[src/rtl/wrd_pkg.sv]
// ----------------------------------------------------------------------------
// wrd_pkg
// Shared types, codes and default sizes for the work range dispatcher.
// ----------------------------------------------------------------------------
package wrd_pkg;

   // default sizes for the top level parameters
   localparam int DEF_NODES       = 16;
   localparam int DEF_SPARE_DEPTH = 16;
   localparam int DEF_INDEX_BITS  = 48;

   // most results one tick sweep may produce
   localparam int MAX_RESULTS = 16;

   // fixed field widths
   localparam int MODE_W    = 2;
   localparam int NODE_W    = 4;
   localparam int IDX_W     = 48;
   localparam int STATUS_W  = 4;
   localparam int BLOCK_W   = 32;
   localparam int TIMEOUT_W = 16;
   localparam int AGE_W     = 16;

   // register port
   localparam int CSR_ADDR_W = 3;
   localparam int CSR_DATA_W = 32;

   localparam logic [BLOCK_W-1:0]   BLOCK_SIZE_RST = 32'd1;
   localparam logic [TIMEOUT_W-1:0] TIMEOUT_RST    = 16'd10;

   typedef enum logic [MODE_W-1:0] {
      MODE_REQUEST = 2'd0,
      MODE_FOUND   = 2'd1,
      MODE_LEAVE   = 2'd2,
      MODE_TICK    = 2'd3
   } mode_type;

   typedef enum logic [STATUS_W-1:0] {
      ST_ASSIGNED     = 4'd0,
      ST_STOP         = 4'd1,
      ST_FOUND_OK     = 4'd2,
      ST_FOUND_DUP    = 4'd3,
      ST_RECLAIMED    = 4'd4,
      ST_LEFT_EMPTY   = 4'd5,
      ST_TIMEOUT_RECL = 4'd6,
      ST_TIMEOUT_NONE = 4'd7,
      ST_DROPPED      = 4'd8,
      ST_EXHAUSTED    = 4'd9
   } status_type;

   // register map: index = byte address / 4
   typedef enum logic {
      REG_BLOCK_SIZE = 1'b0,
      REG_TIMEOUT    = 1'b1
   } reg_type;

   typedef struct packed {
      logic [BLOCK_W-1:0]   block_size;
      logic [TIMEOUT_W-1:0] timeout_ticks;
   } cfg_type;

endpackage

[src/rtl/wrd_req_if.sv]
// ----------------------------------------------------------------------------
// wrd_req_if
// Event channel into the dispatcher: valid/ready plus one event beat.
// ----------------------------------------------------------------------------
interface wrd_req_if import wrd_pkg::*; ();

   logic              valid;
   logic              ready;
   logic [MODE_W-1:0] mode;
   logic [NODE_W-1:0] node_id;
   logic [IDX_W-1:0]  found_index;

   modport source (output valid, output mode, output node_id, output found_index,
                   input ready);
   modport sink   (input valid, input mode, input node_id, input found_index,
                   output ready);

endinterface

[src/rtl/wrd_rsp_if.sv]
// ----------------------------------------------------------------------------
// wrd_rsp_if
// Result channel out of the dispatcher: valid/ready plus one result beat.
// ----------------------------------------------------------------------------
interface wrd_rsp_if import wrd_pkg::*; ();

   logic                valid;
   logic                ready;
   logic [STATUS_W-1:0] status;
   logic [NODE_W-1:0]   node_out;
   logic [IDX_W-1:0]    range_first;
   logic [IDX_W-1:0]    range_last;
   logic [IDX_W-1:0]    solution_index;
   logic                last;

   modport source (output valid, output status, output node_out, output range_first,
                   output range_last, output solution_index, output last,
                   input ready);
   modport sink   (input valid, input status, input node_out, input range_first,
                   input range_last, input solution_index, input last,
                   output ready);

endinterface

[src/rtl/wrd_ram.sv]
// ----------------------------------------------------------------------------
// wrd_ram
// Generic single write port, single read port RAM with registered read data.
// ----------------------------------------------------------------------------
module wrd_ram #(
   parameter  int WIDTH  = 8,
   parameter  int DEPTH  = 16,
   localparam int ADDR_W = $clog2(DEPTH)
) (
   input  logic              clock,
   input  logic              wr_en,
   input  logic [ADDR_W-1:0] wr_addr,
   input  logic [WIDTH-1:0]  wr_data,
   input  logic              rd_en,
   input  logic [ADDR_W-1:0] rd_addr,
   output logic [WIDTH-1:0]  rd_data
);

   logic [WIDTH-1:0] mem [DEPTH];
   logic [WIDTH-1:0] rd_data_ff;

   // read data holds while rd_en is low
   always_ff @(posedge clock) begin
      if (wr_en) begin
         mem[wr_addr] <= wr_data;
      end
      if (rd_en) begin
         rd_data_ff <= mem[rd_addr];
      end
   end

   assign rd_data = rd_data_ff;

endmodule

[src/rtl/wrd_csr.sv]
// ----------------------------------------------------------------------------
// wrd_csr
// APB register block: block size and timeout, with read back.
// ----------------------------------------------------------------------------
module wrd_csr import wrd_pkg::*; (
   input  logic                  clock,
   input  logic                  reset,
   input  logic                  psel,
   input  logic                  penable,
   input  logic                  pwrite,
   input  logic [CSR_ADDR_W-1:0] paddr,
   input  logic [CSR_DATA_W-1:0] pwdata,
   output logic [CSR_DATA_W-1:0] prdata,
   output logic                  pready,
   output cfg_type               cfg
);

   logic [BLOCK_W-1:0]   block_size_ff,  block_size_in;
   logic [TIMEOUT_W-1:0] timeout_ff,     timeout_in;
   reg_type              reg_sel;
   logic                 wr_beat;

   assign pready  = 1'b1;
   assign reg_sel = reg_type'(paddr[CSR_ADDR_W-1]);
   assign wr_beat = psel && penable && pwrite && pready;

   // register write decode
   always_comb begin
      block_size_in = block_size_ff;
      timeout_in    = timeout_ff;
      if (wr_beat) begin
         unique case (reg_sel)
            REG_BLOCK_SIZE: begin
               block_size_in = pwdata[BLOCK_W-1:0];
            end
            REG_TIMEOUT: begin
               timeout_in = pwdata[TIMEOUT_W-1:0];
            end
         endcase
      end
   end

   always_ff @(posedge clock) begin
      if (reset) begin
         block_size_ff <= BLOCK_SIZE_RST;
         timeout_ff    <= TIMEOUT_RST;
      end else begin
         block_size_ff <= block_size_in;
         timeout_ff    <= timeout_in;
      end
   end

   // read back
   always_comb begin
      unique case (reg_sel)
         REG_BLOCK_SIZE: begin
            prdata = CSR_DATA_W'(block_size_ff);
         end
         REG_TIMEOUT: begin
            prdata = CSR_DATA_W'(timeout_ff);
         end
      endcase
   end

   assign cfg.block_size    = block_size_ff;
   assign cfg.timeout_ticks = timeout_ff;

endmodule

[src/rtl/work_range_dispatcher.sv]
// ----------------------------------------------------------------------------
// work_range_dispatcher
// Hands out index ranges to worker nodes, reclaims ranges of nodes that
// leave or time out through a spare stack, and latches the first find.
// ----------------------------------------------------------------------------
//
//   port      dir   kind       beat
//   req_bus   in    valid/rdy  mode, node_id, found_index
//   rsp_bus   out   valid/rdy  status, node_out, range_first/last, solution, last
//   p*        in    APB        block_size @0x0, timeout_ticks @0x4
//
// Request and found beats pass EXEC and FINISH from accept to result; a pop
// from the spare stack or a leave adds POP_WAIT or LEAVE_WAIT for the RAM
// read. A tick sweeps the node slots one at a time through the age and held
// range RAMs: TICK_RD for an idle slot, TICK_RD and TICK_EV for a tracked one.
// Reset is synchronous; per node flags live in flip-flops, so no RAM clear.
// A result waits in the output register; the sequencer stalls only when it
// has a result to hand over while that register is still full.
// ----------------------------------------------------------------------------
module work_range_dispatcher import wrd_pkg::*; #(
   parameter int NODES       = DEF_NODES,
   parameter int SPARE_DEPTH = DEF_SPARE_DEPTH,
   parameter int INDEX_BITS  = DEF_INDEX_BITS
) (
   input  logic                  clock,
   input  logic                  reset,
   wrd_req_if.sink               req_bus,
   wrd_rsp_if.source             rsp_bus,
   input  logic                  psel,
   input  logic                  penable,
   input  logic                  pwrite,
   input  logic [CSR_ADDR_W-1:0] paddr,
   input  logic [CSR_DATA_W-1:0] pwdata,
   output logic [CSR_DATA_W-1:0] prdata,
   output logic                  pready
);

   localparam int NW = $clog2(NODES);
   localparam int SW = $clog2(SPARE_DEPTH);
   localparam int CW = $clog2(SPARE_DEPTH + 1);
   localparam int KW = $clog2(MAX_RESULTS + 1);
   localparam int AW = ((INDEX_BITS > BLOCK_W) ? INDEX_BITS : BLOCK_W) + 1;
   localparam int RW = 2 * INDEX_BITS;
   localparam logic [INDEX_BITS-1:0] IDX_MAX   = '1;
   localparam logic [NW-1:0]         LAST_SLOT = NW'(NODES - 1);

   typedef enum logic [6:0] {
      S_IDLE       = 7'b0000001,
      S_EXEC       = 7'b0000010,
      S_POP_WAIT   = 7'b0000100,
      S_LEAVE_WAIT = 7'b0001000,
      S_TICK_RD    = 7'b0010000,
      S_TICK_EV    = 7'b0100000,
      S_FINISH     = 7'b1000000
   } state_type;

   cfg_type cfg;

   // sequencer and item registers
   state_type              state_ff,       state_in;
   mode_type               mode_ff,        mode_in;
   logic [NODE_W-1:0]      node_id_ff,     node_id_in;
   logic [IDX_W-1:0]       fidx_ff,        fidx_in;
   logic [NW-1:0]          slot_ff,        slot_in;
   logic [KW-1:0]          k_ff,           k_in;

   // dispatcher state
   logic                   found_ff,       found_in;
   logic [INDEX_BITS-1:0]  found_value_ff, found_value_in;
   logic [INDEX_BITS-1:0]  next_start_ff,  next_start_in;
   logic [CW-1:0]          spare_count_ff, spare_count_in;
   logic [NODES-1:0]       tracked_ff,     tracked_in;
   logic [NODES-1:0]       holds_ff,       holds_in;

   // pending result; the final one of an item is sent with last once it is done
   logic                   pend_valid_ff,  pend_valid_in;
   status_type             pend_status_ff, pend_status_in;
   logic [NODE_W-1:0]      pend_node_ff,   pend_node_in;
   logic [INDEX_BITS-1:0]  pend_first_ff,  pend_first_in;
   logic [INDEX_BITS-1:0]  pend_last_ff,   pend_last_in;

   // output register
   logic                   out_valid_ff,   out_valid_in;
   status_type             out_status_ff;
   logic [NODE_W-1:0]      out_node_ff;
   logic [IDX_W-1:0]       out_first_ff;
   logic [IDX_W-1:0]       out_last_ff;
   logic [IDX_W-1:0]       out_sol_ff;
   logic                   out_end_ff;
   logic                   out_load;
   logic                   out_load_end;
   logic                   out_free;

   // RAM ports
   logic                   held_wr_en,  held_rd_en;
   logic [NW-1:0]          held_wr_addr, held_rd_addr;
   logic [RW-1:0]          held_wr_data, held_rd_data;
   logic                   age_wr_en,   age_rd_en;
   logic [NW-1:0]          age_wr_addr,  age_rd_addr;
   logic [AGE_W-1:0]       age_wr_data,  age_rd_data;
   logic                   spare_wr_en, spare_rd_en;
   logic [SW-1:0]          spare_wr_addr, spare_rd_addr;
   logic [RW-1:0]          spare_wr_data, spare_rd_data;

   // datapath helpers
   logic [NW-1:0]          node_idx;
   logic                   node_ok;
   logic [BLOCK_W-1:0]     bs_eff;
   logic [BLOCK_W-1:0]     bs_m1;
   logic [AW-1:0]          fresh_end;
   logic [INDEX_BITS-1:0]  fresh_last;
   logic                   exhausted;
   logic [CW-1:0]          spare_top;
   logic [NW-1:0]          rel_node;
   logic                   rel_holds;
   logic                   spare_room;
   logic                   rel_push;
   logic [INDEX_BITS-1:0]  rd_first;
   logic [INDEX_BITS-1:0]  rd_last;
   logic [AGE_W-1:0]       age_next;
   logic                   expire;

   wrd_csr u_csr (
      .clock   (clock),
      .reset   (reset),
      .psel    (psel),
      .penable (penable),
      .pwrite  (pwrite),
      .paddr   (paddr),
      .pwdata  (pwdata),
      .prdata  (prdata),
      .pready  (pready),
      .cfg     (cfg)
   );

   // held range per node: {first, last}
   wrd_ram #(.WIDTH(RW), .DEPTH(NODES)) u_held_ram (
      .clock   (clock),
      .wr_en   (held_wr_en),
      .wr_addr (held_wr_addr),
      .wr_data (held_wr_data),
      .rd_en   (held_rd_en),
      .rd_addr (held_rd_addr),
      .rd_data (held_rd_data)
   );

   // age per node, meaningful only while tracked
   wrd_ram #(.WIDTH(AGE_W), .DEPTH(NODES)) u_age_ram (
      .clock   (clock),
      .wr_en   (age_wr_en),
      .wr_addr (age_wr_addr),
      .wr_data (age_wr_data),
      .rd_en   (age_rd_en),
      .rd_addr (age_rd_addr),
      .rd_data (age_rd_data)
   );

   // spare stack of reclaimed ranges
   wrd_ram #(.WIDTH(RW), .DEPTH(SPARE_DEPTH)) u_spare_ram (
      .clock   (clock),
      .wr_en   (spare_wr_en),
      .wr_addr (spare_wr_addr),
      .wr_data (spare_wr_data),
      .rd_en   (spare_rd_en),
      .rd_addr (spare_rd_addr),
      .rd_data (spare_rd_data)
   );

   assign req_bus.ready = (state_ff == S_IDLE);
   assign out_free      = !out_valid_ff || rsp_bus.ready;

   // fresh block: next + bs in a wider sum, so the overflow test is one compare
   always_comb begin
      node_idx   = NW'(node_id_ff);
      node_ok    = (32'(node_id_ff) < 32'(NODES));
      bs_eff     = (cfg.block_size == '0) ? BLOCK_W'(1) : cfg.block_size;
      bs_m1      = (cfg.block_size == '0) ? '0 : cfg.block_size - BLOCK_W'(1);
      fresh_end  = AW'(next_start_ff) + AW'(bs_eff);
      fresh_last = next_start_ff + INDEX_BITS'(bs_m1);
      exhausted  = fresh_end > AW'(IDX_MAX);
      spare_top  = spare_count_ff - CW'(1);
   end

   // release of one node, shared by leave and tick timeout
   always_comb begin
      rel_node   = (state_ff == S_TICK_EV) ? slot_ff : node_idx;
      rel_holds  = holds_ff[rel_node];
      spare_room = spare_count_ff < CW'(SPARE_DEPTH);
      rel_push   = rel_holds && spare_room;
      rd_first   = held_rd_data[RW-1:INDEX_BITS];
      rd_last    = held_rd_data[INDEX_BITS-1:0];
      age_next   = (age_rd_data == '1) ? age_rd_data : age_rd_data + AGE_W'(1);
      expire     = (age_next > cfg.timeout_ticks) && (k_ff < KW'(MAX_RESULTS));
   end

   // sequencer
   always_comb begin
      state_in       = state_ff;
      mode_in        = mode_ff;
      node_id_in     = node_id_ff;
      fidx_in        = fidx_ff;
      slot_in        = slot_ff;
      k_in           = k_ff;
      found_in       = found_ff;
      found_value_in = found_value_ff;
      next_start_in  = next_start_ff;
      spare_count_in = spare_count_ff;
      tracked_in     = tracked_ff;
      holds_in       = holds_ff;
      pend_valid_in  = pend_valid_ff;
      pend_status_in = pend_status_ff;
      pend_node_in   = pend_node_ff;
      pend_first_in  = pend_first_ff;
      pend_last_in   = pend_last_ff;
      out_load       = 1'b0;
      out_load_end   = 1'b0;

      held_wr_en     = 1'b0;
      held_wr_addr   = node_idx;
      held_wr_data   = {next_start_ff, fresh_last};
      held_rd_en     = 1'b0;
      held_rd_addr   = node_idx;
      age_wr_en      = 1'b0;
      age_wr_addr    = node_idx;
      age_wr_data    = '0;
      age_rd_en      = 1'b0;
      age_rd_addr    = slot_ff;
      spare_wr_en    = 1'b0;
      spare_wr_addr  = spare_count_ff[SW-1:0];
      spare_wr_data  = held_rd_data;
      spare_rd_en    = 1'b0;
      spare_rd_addr  = spare_top[SW-1:0];

      unique case (state_ff)
         S_IDLE: begin
            if (req_bus.valid) begin
               mode_in    = mode_type'(req_bus.mode);
               node_id_in = req_bus.node_id;
               fidx_in    = req_bus.found_index;
               state_in   = S_EXEC;
            end
         end

         S_EXEC: begin
            if (mode_ff == MODE_TICK) begin
               slot_in  = '0;
               k_in     = '0;
               state_in = S_TICK_RD;
            end else if (!node_ok) begin
               state_in = S_IDLE;
            end else begin
               pend_node_in  = node_id_ff;
               pend_first_in = '0;
               pend_last_in  = '0;
               pend_valid_in = 1'b1;
               state_in      = S_FINISH;
               unique case (mode_ff)
                  MODE_REQUEST: begin
                     tracked_in[node_idx] = 1'b1;
                     age_wr_en = 1'b1;
                     if (found_ff) begin
                        pend_status_in = ST_STOP;
                     end else if (spare_count_ff != '0) begin
                        // pop the top range, finish once the RAM returns it
                        spare_rd_en    = 1'b1;
                        spare_count_in = spare_top;
                        pend_valid_in  = 1'b0;
                        state_in       = S_POP_WAIT;
                     end else if (exhausted) begin
                        pend_status_in = ST_EXHAUSTED;
                     end else begin
                        held_wr_en         = 1'b1;
                        holds_in[node_idx] = 1'b1;
                        next_start_in      = fresh_end[INDEX_BITS-1:0];
                        pend_status_in     = ST_ASSIGNED;
                        pend_first_in      = next_start_ff;
                        pend_last_in       = fresh_last;
                     end
                  end
                  MODE_FOUND: begin
                     tracked_in[node_idx] = 1'b1;
                     age_wr_en = 1'b1;
                     if (!found_ff) begin
                        found_in       = 1'b1;
                        found_value_in = INDEX_BITS'(fidx_ff);
                        pend_status_in = ST_FOUND_OK;
                     end else begin
                        pend_status_in = ST_FOUND_DUP;
                     end
                  end
                  default: begin
                     // node leaves: fetch its range first
                     held_rd_en    = 1'b1;
                     pend_valid_in = 1'b0;
                     state_in      = S_LEAVE_WAIT;
                  end
               endcase
            end
         end

         S_POP_WAIT: begin
            held_wr_en         = 1'b1;
            held_wr_data       = spare_rd_data;
            holds_in[node_idx] = 1'b1;
            pend_valid_in      = 1'b1;
            pend_status_in     = ST_ASSIGNED;
            pend_first_in      = spare_rd_data[RW-1:INDEX_BITS];
            pend_last_in       = spare_rd_data[INDEX_BITS-1:0];
            state_in           = S_FINISH;
         end

         S_LEAVE_WAIT: begin
            tracked_in[node_idx] = 1'b0;
            holds_in[node_idx]   = 1'b0;
            pend_valid_in        = 1'b1;
            pend_first_in        = rd_first;
            pend_last_in         = rd_last;
            if (!rel_holds) begin
               pend_status_in = ST_LEFT_EMPTY;
               pend_first_in  = '0;
               pend_last_in   = '0;
            end else if (rel_push) begin
               spare_wr_en    = 1'b1;
               spare_count_in = spare_count_ff + CW'(1);
               pend_status_in = ST_RECLAIMED;
            end else begin
               pend_status_in = ST_DROPPED;
            end
            state_in = S_FINISH;
         end

         S_TICK_RD: begin
            if (tracked_ff[slot_ff]) begin
               age_rd_en    = 1'b1;
               held_rd_en   = 1'b1;
               held_rd_addr = slot_ff;
               state_in     = S_TICK_EV;
            end else if (slot_ff == LAST_SLOT) begin
               state_in = S_FINISH;
            end else begin
               slot_in = slot_ff + NW'(1);
            end
         end

         S_TICK_EV: begin
            // a new result needs the older pending one moved out first
            if (!(expire && pend_valid_ff && !out_free)) begin
               if (expire) begin
                  tracked_in[slot_ff] = 1'b0;
                  holds_in[slot_ff]   = 1'b0;
                  out_load            = pend_valid_ff;
                  pend_valid_in       = 1'b1;
                  pend_node_in        = NODE_W'(slot_ff);
                  pend_first_in       = rd_first;
                  pend_last_in        = rd_last;
                  k_in                = k_ff + KW'(1);
                  if (!rel_holds) begin
                     pend_status_in = ST_TIMEOUT_NONE;
                     pend_first_in  = '0;
                     pend_last_in   = '0;
                  end else if (rel_push) begin
                     spare_wr_en    = 1'b1;
                     spare_count_in = spare_count_ff + CW'(1);
                     pend_status_in = ST_TIMEOUT_RECL;
                  end else begin
                     pend_status_in = ST_DROPPED;
                  end
               end else begin
                  age_wr_en   = 1'b1;
                  age_wr_addr = slot_ff;
                  age_wr_data = age_next;
               end
               if (slot_ff == LAST_SLOT) begin
                  state_in = S_FINISH;
               end else begin
                  slot_in  = slot_ff + NW'(1);
                  state_in = S_TICK_RD;
               end
            end
         end

         S_FINISH: begin
            if (!pend_valid_ff) begin
               state_in = S_IDLE;
            end else if (out_free) begin
               out_load      = 1'b1;
               out_load_end  = 1'b1;
               pend_valid_in = 1'b0;
               state_in      = S_IDLE;
            end
         end

         default: begin
            state_in = S_IDLE;
         end
      endcase

      out_valid_in = out_load ? 1'b1 : (rsp_bus.ready ? 1'b0 : out_valid_ff);
   end

   // control state
   always_ff @(posedge clock) begin
      if (reset) begin
         state_ff       <= S_IDLE;
         found_ff       <= 1'b0;
         found_value_ff <= '0;
         next_start_ff  <= '0;
         spare_count_ff <= '0;
         tracked_ff     <= '0;
         holds_ff       <= '0;
         pend_valid_ff  <= 1'b0;
         out_valid_ff   <= 1'b0;
      end else begin
         state_ff       <= state_in;
         found_ff       <= found_in;
         found_value_ff <= found_value_in;
         next_start_ff  <= next_start_in;
         spare_count_ff <= spare_count_in;
         tracked_ff     <= tracked_in;
         holds_ff       <= holds_in;
         pend_valid_ff  <= pend_valid_in;
         out_valid_ff   <= out_valid_in;
      end
   end

   // payload
   always_ff @(posedge clock) begin
      mode_ff        <= mode_in;
      node_id_ff     <= node_id_in;
      fidx_ff        <= fidx_in;
      slot_ff        <= slot_in;
      k_ff           <= k_in;
      pend_status_ff <= pend_status_in;
      pend_node_ff   <= pend_node_in;
      pend_first_ff  <= pend_first_in;
      pend_last_ff   <= pend_last_in;
      if (out_load) begin
         out_status_ff <= pend_status_ff;
         out_node_ff   <= pend_node_ff;
         out_first_ff  <= IDX_W'(pend_first_ff);
         out_last_ff   <= IDX_W'(pend_last_ff);
         out_sol_ff    <= IDX_W'(found_value_ff);
         out_end_ff    <= out_load_end;
      end
   end

   assign rsp_bus.valid          = out_valid_ff;
   assign rsp_bus.status         = out_status_ff;
   assign rsp_bus.node_out       = out_node_ff;
   assign rsp_bus.range_first    = out_first_ff;
   assign rsp_bus.range_last     = out_last_ff;
   assign rsp_bus.solution_index = out_sol_ff;
   assign rsp_bus.last           = out_end_ff;

endmodule
[src/flat_wrapper.sv]
// flat-port wrapper written by rule: the top's interface ports become plain ports
module work_range_dispatcher_flat import wrd_pkg::*;
#(
   parameter int NODES       = DEF_NODES,
   parameter int SPARE_DEPTH = DEF_SPARE_DEPTH,
   parameter int INDEX_BITS  = DEF_INDEX_BITS
)
  (clock, reset, psel, penable, pwrite, paddr, pwdata, prdata, pready, req_bus_valid, req_bus_mode, req_bus_node_id, req_bus_found_index, req_bus_ready, rsp_bus_valid, rsp_bus_status, rsp_bus_node_out, rsp_bus_range_first, rsp_bus_range_last, rsp_bus_solution_index, rsp_bus_last, rsp_bus_ready);
  wrd_req_if req_bus_i ();
  wrd_rsp_if rsp_bus_i ();
  input  logic clock;
  input  logic reset;
  input  logic psel;
  input  logic penable;
  input  logic pwrite;
  input  logic [CSR_ADDR_W-1:0] paddr;
  input  logic [CSR_DATA_W-1:0] pwdata;
  output logic [CSR_DATA_W-1:0] prdata;
  output logic pready;
  input wire logic [$bits(req_bus_i.valid)-1:0] req_bus_valid;
  input wire logic [$bits(req_bus_i.mode)-1:0] req_bus_mode;
  input wire logic [$bits(req_bus_i.node_id)-1:0] req_bus_node_id;
  input wire logic [$bits(req_bus_i.found_index)-1:0] req_bus_found_index;
  output wire logic [$bits(req_bus_i.ready)-1:0] req_bus_ready;
  output wire logic [$bits(rsp_bus_i.valid)-1:0] rsp_bus_valid;
  output wire logic [$bits(rsp_bus_i.status)-1:0] rsp_bus_status;
  output wire logic [$bits(rsp_bus_i.node_out)-1:0] rsp_bus_node_out;
  output wire logic [$bits(rsp_bus_i.range_first)-1:0] rsp_bus_range_first;
  output wire logic [$bits(rsp_bus_i.range_last)-1:0] rsp_bus_range_last;
  output wire logic [$bits(rsp_bus_i.solution_index)-1:0] rsp_bus_solution_index;
  output wire logic [$bits(rsp_bus_i.last)-1:0] rsp_bus_last;
  input wire logic [$bits(rsp_bus_i.ready)-1:0] rsp_bus_ready;
  assign req_bus_i.valid = req_bus_valid;
  assign req_bus_i.mode = req_bus_mode;
  assign req_bus_i.node_id = req_bus_node_id;
  assign req_bus_i.found_index = req_bus_found_index;
  assign req_bus_ready = req_bus_i.ready;
  assign rsp_bus_valid = rsp_bus_i.valid;
  assign rsp_bus_status = rsp_bus_i.status;
  assign rsp_bus_node_out = rsp_bus_i.node_out;
  assign rsp_bus_range_first = rsp_bus_i.range_first;
  assign rsp_bus_range_last = rsp_bus_i.range_last;
  assign rsp_bus_solution_index = rsp_bus_i.solution_index;
  assign rsp_bus_last = rsp_bus_i.last;
  assign rsp_bus_i.ready = rsp_bus_ready;
  work_range_dispatcher #(.NODES(NODES), .SPARE_DEPTH(SPARE_DEPTH), .INDEX_BITS(INDEX_BITS)) u_core (.clock(clock), .reset(reset), .req_bus(req_bus_i), .rsp_bus(rsp_bus_i), .psel(psel), .penable(penable), .pwrite(pwrite), .paddr(paddr), .pwdata(pwdata), .prdata(prdata), .pready(pready));
endmodule
[config.mk]
export PLATFORM = sky130hd
export DESIGN_NAME = work_range_dispatcher_flat
export DESIGN_NICKNAME = d
export VERILOG_FILES = /design/src/rtl/wrd_pkg.sv /design/src/rtl/wrd_req_if.sv /design/src/rtl/wrd_rsp_if.sv /design/src/rtl/wrd_ram.sv /design/src/rtl/wrd_csr.sv /design/src/rtl/work_range_dispatcher.sv /design/src/flat_wrapper.sv
export SDC_FILE = /design/constraint.sdc
export NUM_CORES = 2
export LEC_CHECK = 0
export BUFFER_PORTS_ARGS = -buffer_cell sky130_fd_sc_hd__buf_2
export CAP_MARGIN = 20
export CORE_ASPECT_RATIO = 1.4
export CORE_MARGIN = 3
export CORE_UTILIZATION = 58
export CTS_BUF_LIST = sky130_fd_sc_hd__clkbuf_4
export CTS_CLUSTER_DIAMETER = 120
export CTS_CLUSTER_SIZE = 16
export DETAILED_ROUTE_END_ITERATION = 12
export PLACE_DENSITY = 0.8
export SKIP_CTS_REPAIR_TIMING = 1
export SLEW_MARGIN = 40
export SYNTH_ARGS = -nofsm -noshare
export SYNTH_HDL_FRONTEND = slang
export SYNTH_SLANG_ARGS = --single-unit
export TNS_END_PERCENT = 50
[constraint.sdc]
create_clock -name clock -period 17.6 [get_ports clock]
set_input_delay 1.76 -clock clock [delete_from_list [all_inputs] [get_ports clock]]
set_output_delay 1.76 -clock clock [all_outputs]
set_load 0.01 [all_outputs]
## Yosys cells after proc, flatten, opt, wreduce, memory -nomap -nowiden

Memories as Yosys holds them, arrays and structs flattened. A register that Yosys moved wholly into a read port is not among the register bits.
Index checks and enable logic that the tools add are counted.

| word-level totals | value |
|---|---|
| register bits | 511 |
| latch bits | 0 |
| RAM bits | 3328 |
| memory bits (read-only) | 0 |
| logic and storage cells | 272 |
| memories | 3 |

Memory list:

| memory | depth | width | read ports | clocked after memory_dff | write ports | line | text |
|---|---|---|---|---|---|---|---|
| u_core.u_held_ram.mem | 16 | 96 | 1 | 1 | 1 | wrd_ram.sv:19 | `logic [WIDTH-1:0] mem [DEPTH];` |
| u_core.u_spare_ram.mem | 16 | 96 | 1 | 1 | 1 | wrd_ram.sv:19 |  |
| u_core.u_age_ram.mem | 16 | 16 | 1 | 1 | 1 | wrd_ram.sv:19 |  |

| operators by class | value |
|---|---|
| add/subtract/negate cells | 8 |
| $mul | 0 |
| div/mod/pow operators | 0 |
| magnitude comparators | 9 |
| equality and inequality tests | 27 |
| shift operators | 0 |
| muxes and demuxes | 148 |
| bitwise operators | 13 |
| reduce and logical (&&, ||, !) cells | 38 |

Operators with widths:

| cell | number |
|---|---|
| 2-to-1 mux 48 bit | 16 |
| one-hot mux 48 bit (4 select lines) | 2 |
| 2-to-1 mux 16 bit | 15 |
| 2-to-1 mux 96 bit | 1 |
| 2-to-1 mux 4 bit | 23 |
| 2-to-1 mux 7 bit | 10 |
| AND 16 bit | 4 |
| 2-to-1 mux 32 bit | 2 |
| one-hot mux 16 bit (4 select lines) | 1 |
| one-hot mux 32 bit (2 select lines) | 1 |
| 2-to-1 mux 5 bit | 11 |
| adder 48 x 32 -> 49 bit | 1 |
| > comparator 49 x 48 -> 1 bit, second input constant | 1 |
| adder 48 x 32 -> 48 bit | 1 |
| one-hot mux 16 bit (3 select lines) | 1 |
| 2-to-1 mux 1 bit | 46 |
| one-hot mux 7 bit (6 select lines) | 1 |
| zero test 32 bit | 1 |
| NOT 16 bit | 2 |
| OR 16 bit | 2 |
| subtractor 32 x 1 -> 32 bit, second input constant | 1 |
| AND reduction 4 bit | 7 |
| inequality test 2 bit, second input constant | 9 |
| adder 16 x 1 -> 16 bit, second input constant | 1 |
| 49 further kinds | 83 |

## Longest topological paths before layout

| depth | value |
|---|---|
| depth in word-level cells | 12 |
| mapped depth | 25 |

## By module

From an unflattened synthesis, not the netlist that was laid out.

| second synthesis, totals | value |
|---|---|
| cell total of the unflattened synthesis | 7964 |
| area, all modules | 157349.7 µm² |

Modules (own cells, without submodules):

| module | instances | cells each | area an instance (µm²) | seq. area each (µm²) |
|---|---|---|---|---|
| wrd_ram at u_core.u_held_ram ... | 2 | 2460 | 60316.6 | 49007.0 |
| work_range_dispatcher | 1 | 2379 | 24126.9 | 12472.0 |
| wrd_ram at u_core.u_age_ram | 1 | 432 | 10202.3 | 8167.8 |
| wrd_csr | 1 | 233 | 2387.3 | 960.9 |

## Worst setup path before layout

Ideal clock, no wire load.

| path | value |
|---|---|
| path type | register to register |
| start point | reg u_core.u_age_ram.rd_data_ff[2], in the netlist u_core.u_age_ram.rd_data[2], read port of u_core.u_age_ram.mem |
| end point | mem u_core.u_spare_ram.mem[0][0] (netlist name), enable pin |
| library setup time | 693 ps |
| arrival | 10067 ps |
| path slack | 6840 ps |
| cell stages (with the launch flop) | 17 |
| buffers on the path | 1 |
| period minus slack after synthesis | 10760 ps |
| cells stage by stage | edfxtp_1 and4_1 nand4_1 nor2_1 nand3_1 or3_1 clkbuf_1 nand3_1 nor2_1 xnor2_1 ha_1 a21o_1 a21o_1 a21oi_1 o21ai_0 o2111ai_1 a211oi_1 |

| between the ends | value |
|---|---|
| longest elaborated chain between the ends | 10 |

Ends and longest elaborated chain:

| what | line | text |
|---|---|---|
| start: declaration | wrd_ram.sv:20 | `logic [WIDTH-1:0] rd_data_ff;` |
| adder 16 x 1 -> 16 bit or equality test 16 bit (tied branches) | work_range_dispatcher.sv:192 | `age_next = (age_rd_data == '1) ? age_rd_data : age_rd_data + AGE_W'(1);` |
| 2-to-1 mux 16 bit * | work_range_dispatcher.sv:192 |  |
| > comparator 16 bit * | work_range_dispatcher.sv:193 | `expire = (age_next > cfg.timeout_ticks) && (k_ff < KW'(MAX_RESULTS));` |
| logical AND 1 bit * | work_range_dispatcher.sv:193 |  |
| logical AND 1 bit (2 in series) | work_range_dispatcher.sv:347 | `if (!(expire && pend_valid_ff && !out_free)) begin` |
| 2-to-1 mux 1 bit * | work_range_dispatcher.sv:347 |  |
| one-hot mux 1 bit (2 select lines) * | work_range_dispatcher.sv:234 | `unique case (state_ff)` |
| 2-to-1 mux 1 bit * | wrd_ram.sv:24 | `if (wr_en) begin` |
| 2-to-1 mux 1 bit (implied by the code) * | wrd_ram.sv:25 | `mem[wr_addr] <= wr_data;` |
| end: declaration | wrd_ram.sv:19 |  |

Every way passes the cells marked *; elsewhere a longest branch is shown, timed or not.

## Worst setup path after layout

| path | value |
|---|---|
| start point | reg u_core.u_csr.block_size_ff[9] |
| end point | mem u_core.u_held_ram.mem[10][93] (netlist name), enable pin |

| between the ends | value |
|---|---|
| longest elaborated chain between the ends | 12 |

Ends and longest elaborated chain:

| what | line | text |
|---|---|---|
| start: declaration | wrd_csr.sv:18 | `logic [BLOCK_W-1:0] block_size_ff, block_size_in;` |
| start signal: assignment | wrd_csr.sv:48 | `block_size_ff <= block_size_in;` |
| zero test 32 bit | work_range_dispatcher.sv:176 | `bs_eff = (cfg.block_size == '0) ? BLOCK_W'(1) : cfg.block_size;` |
| 2-to-1 mux 32 bit * | work_range_dispatcher.sv:176 |  |
| adder 48 x 32 -> 49 bit * | work_range_dispatcher.sv:178 | `fresh_end = AW'(next_start_ff) + AW'(bs_eff);` |
| > comparator 49 x 48 -> 1 bit * | work_range_dispatcher.sv:180 | `exhausted = fresh_end > AW'(IDX_MAX);` |
| 2-to-1 mux 1 bit * | work_range_dispatcher.sv:269 | `end else if (exhausted) begin` |
| 2-to-1 mux 1 bit * | work_range_dispatcher.sv:263 | `end else if (spare_count_ff != '0) begin` |
| 2-to-1 mux 1 bit * | work_range_dispatcher.sv:261 | `if (found_ff) begin` |
| 2-to-1 mux 1 bit * | work_range_dispatcher.sv:257 | `unique case (mode_ff)` |
| 2-to-1 mux 1 bit * | work_range_dispatcher.sv:245 | `if (mode_ff == MODE_TICK) begin` |
| one-hot mux 1 bit (2 select lines) * | work_range_dispatcher.sv:234 |  |
| 2-to-1 mux 1 bit * | wrd_ram.sv:24 |  |
| 2-to-1 mux 1 bit (implied by the code) * | wrd_ram.sv:25 |  |
| end: declaration | wrd_ram.sv:19 |  |

Marked as above.

==> results.json <==
{
  "drc": 0,
  "vias": 83400,
  "period_share_pct": 49.1,
  "gp_congestion": 1.00,
  "post_dp_cell_area_um2": 164000,
  "avgSynthCellArea_um2": 18.5,
  "synth.area.top_cells": "edfxtp_1, mux4_2, mux2i_1, dfxtp_1, nand2_1",
  "htree_levels": 5,
  "synthFlopType": "edfxtp_1",
  "synth_xor_area_share_pct": 0.618,
  "cts.sinks": 4047,
  "clk_pin_slew_worst_paths_ns": 0.21,
  "cpMaxStageDelayCell": "nor2b_4",
  "layout.cells.non_filler": 12400,
  "synth_top_family_by_area": "multiplexers",
  "yosys.cell_types.count": 81,
  "grt_pass1_vias": 82700,
  "num-nets-final": 9000,
  "cap_violations": 0,
  "final-setup-viol-count": 0,
  "yosys.area_share.simple_pct": 3.99,
  "finalHoldViolations": 0,
  "drive_above_1_share_pct": 18.0,
  "post_synth_inst_count": 8504,
  "track_usage_pct": 29.2,
  "drtAntennaViolNets": 0,
  "fin_ws_ns": 8.96,
  "grt.overflow.total": 0,
  "crit_arrival_ns": 9.60,
  "io_buffers": 280,
  "p_leak_nw": 53.4,
  "max_stage_delay_ns": 0.63,
  "grt_pass1_wl_mm": 580,
  "via_per_inst": 6.71,
  "slew_headroom_pct": 33.1,
  "period_minus_slack_ns": 8.64,
  "synth_edf_count": 3856,
  "skew_ns": 0.153,
  "cts_tree": "yes",
  "synth_compound_area_share_pct": 4.01,
  "r2r_slack_ns": 8.96,
  "synth_area_um2": 157000,
  "vdd_drop_max_mv": 0.0501,
  "num_io_pins": 284,
  "tightest_slew_ns": 1.00,
  "run_status": "finished clean",
  "dp.cells": 12000,
  "hpwl_mm": 250,
  "rsz0062_at_grt": "false",
  "crit_path_max_fanout": 46,
  "antenna_found_initial": 24,
  "max_freq_mhz": 116,
  "yosys_warnings": 0,
  "crit_path_end_kind": "register",
  "preCtsSetupSlack_ns": 9.05,
  "final-max-slew-violation-count": 0,
  "drtPass1Iterations": 8,
  "p_per_area_nw_per_um2": 90.2,
  "start_util_pct": 58.5,
  "synth_adder_area_share_pct": 0.757,
  "final_cell_area_um2": 167000,
  "path_class": "register to register",
  "die-height_um": 622,
  "cp-start-kind": "register",
  "cts_buffers": 294,
  "yosysSeqAreaShare_pct": 76.0,
  "synthMuxAreaShare_pct": 13.2,
  "path_cells": "or4_4 -> or4_4 -> nor2_1 -> nand2_1 -> or4_4 -> or4_1 -> nand2b_4 -> nor2b_4 -> or2_1 -> ha_1 -> inv_1 -> fa_1 -> nand2b_1 -> a21oi_1 -> o21a_1 -> nand4_1 -> a21oi_1 -> o21ai_1 -> buf_4 -> a21oi_4 -> buf_4 -> nor2_4 -> buf_4 -> buf_6",
  "fp.dieArea_um2": 278000,
  "insertion_delay_ns": 1.39,
  "die_w_um": 446,
  "area_growth_pct": 6.15,
  "drt_iter0_drc": 11900,
  "grt_max_degree": 98,
  "synth_area_leader_cell": "edfxtp_1",
  "syn-num-nets": 8694,
  "async_flop_share_pct": 0,
  "setup-tns-final_ns": 0,
  "fillers": 18100,
  "ys_ff_latch": 4047,
  "required_ns": 18.56,
  "drt-wirelength-per-cell_um": 33.0,
  "core_um2": 269000,
  "hold_path.class": "register to register",
  "wl_mm": 410,
  "rows": 225,
  "yosys.area.top_type_share_pct": 73.6,
  "cts_root_buf": "clkbuf_4",
  "clock_path_buffers": 4
}
==> sequential cells by signal, summed over array words and instances, names as in the netlist, 96 cells and up <==
signal	count
u_core.u_age_ram.mem	256
u_core.u_held_ram.mem	1536
u_core.u_held_ram.rd_data	96
u_core.u_spare_ram.mem	1536
u_core.u_spare_ram.rd_data	96
==> worst max-delay path, delay by kind of cell (launching register included) <==
family          cells  cell delay (ns)
fa+ha+maj           2             0.57
simple gates       12             4.26
flops               1             0.51
compound gates      5             1.11
buf+inv             5             1.59
==> path summary, 6_finish.rpt <==
check | start | to | cells after the start
worst max register to register | u_core.u_csr.block_size_ff[9] | u_core.u_held_ram.mem[10][93] | 24
worst min register to register | u_core.pend_first_ff[46] | u_core.rsp_bus.range_first[46] | 0
worst max-delay path | u_core.u_csr.block_size_ff[9] | u_core.u_held_ram.mem[10][93] | 24
worst min-delay path | u_core.pend_first_ff[46] | u_core.rsp_bus.range_first[46] | 0
==> cells in the final DEF (no fill, tap or decap), types with 55 or more instances in the layout <==
master    synthesis  routed
edfxtp_1       3856    3856
mux2i_1         775     772
nand2_1         673     673
mux4_2          565     565
o22ai_1         401     401
clkbuf_4          0     371
buf_2            65     279
a21oi_1         256     240
dfxtp_1         191     190
nor2_1          179     136
buf_4            18     127
or4_1           101     101
nand3_1          99      98
ha_1             92      91
o21ai_0          94      83
nor2b_1          59      59
buf_6             8      55
==> cell families (layout without fill, tap and decap cells) <==
group | Yosys count | count (layout)
flip-flops | 4047 | 4047
other | 1 | 12
AO/OA/AOI/OAI | 1011 | 1011
buffers and inverters | 535 | 926
AND/OR/NAND/NOR | 1339 | 1339
multiplexers | 1366 | 1366
XOR/XNOR | 111 | 111
adder cells (fa/ha/maj) | 94 | 94
==> layer usage <==
metal | wire (um) | vias up | GRT usage (%)
li1 | - | 34500 | -
met2 | 197000 | 5254 | 46.6
met3 | 44500 | 902 | 5.47
met4 | 25900 | 14 | 15.6
met5 | 100 | - | 0
met1 | 142000 | 42700 | 38.6
==> stage by stage <==
| stage | hold WS, ns | utilization, % | power [mW] |
|---|---|---|---|
| after floorplan | 0.400 | - | 11.2 |
| after global placement | 0.406 | 60.6 | 11.5 |
| after detailed placement | 0.405 | 60.9 | 11.6 |
| after CTS | 0.379 | 62.0 | 15.1 |
| after global routing | 0.421 | 62.1 | 15.5 |
| final | 0.426 | 62.1 | 15.1 |
==> final cells by class <==
class	count	area (um2)	area share (%)
clock buffers	371	2790	1.67
diodes	11	27.5	0.0165
flip-flops and latches	4047	120000	71.6
inverters	55	206	0.124
clock inverters	10	120	0.0719
well taps	3518	4400	2.64
multi-input cells	3922	36300	21.7
repair buffers	490	3610	2.16
==> power by group <==
group | total [mW] | internal [mW] | switching (mW) | leakage, nW
Clock | 3.70 | 1.01 | 2.69 | 1.77
Sequential | 10.5 | 10.5 | 0.0506 | 35.7
Combinational | 0.821 | 0.266 | 0.555 | 16.0
==> Yosys cell counts, types with 92 or more instances <==
master / n
mux4_2: 565
edfxtp_1: 3856
a21oi_1: 256
nand3_1: 99
nand2_1: 673
ha_1: 92
clkbuf_1: 329
o22ai_1: 401
nor2_1: 179
dfxtp_1: 191
mux2i_1: 775
o21ai_0: 94
or4_1: 101
(Power assumes the default switching activity.)
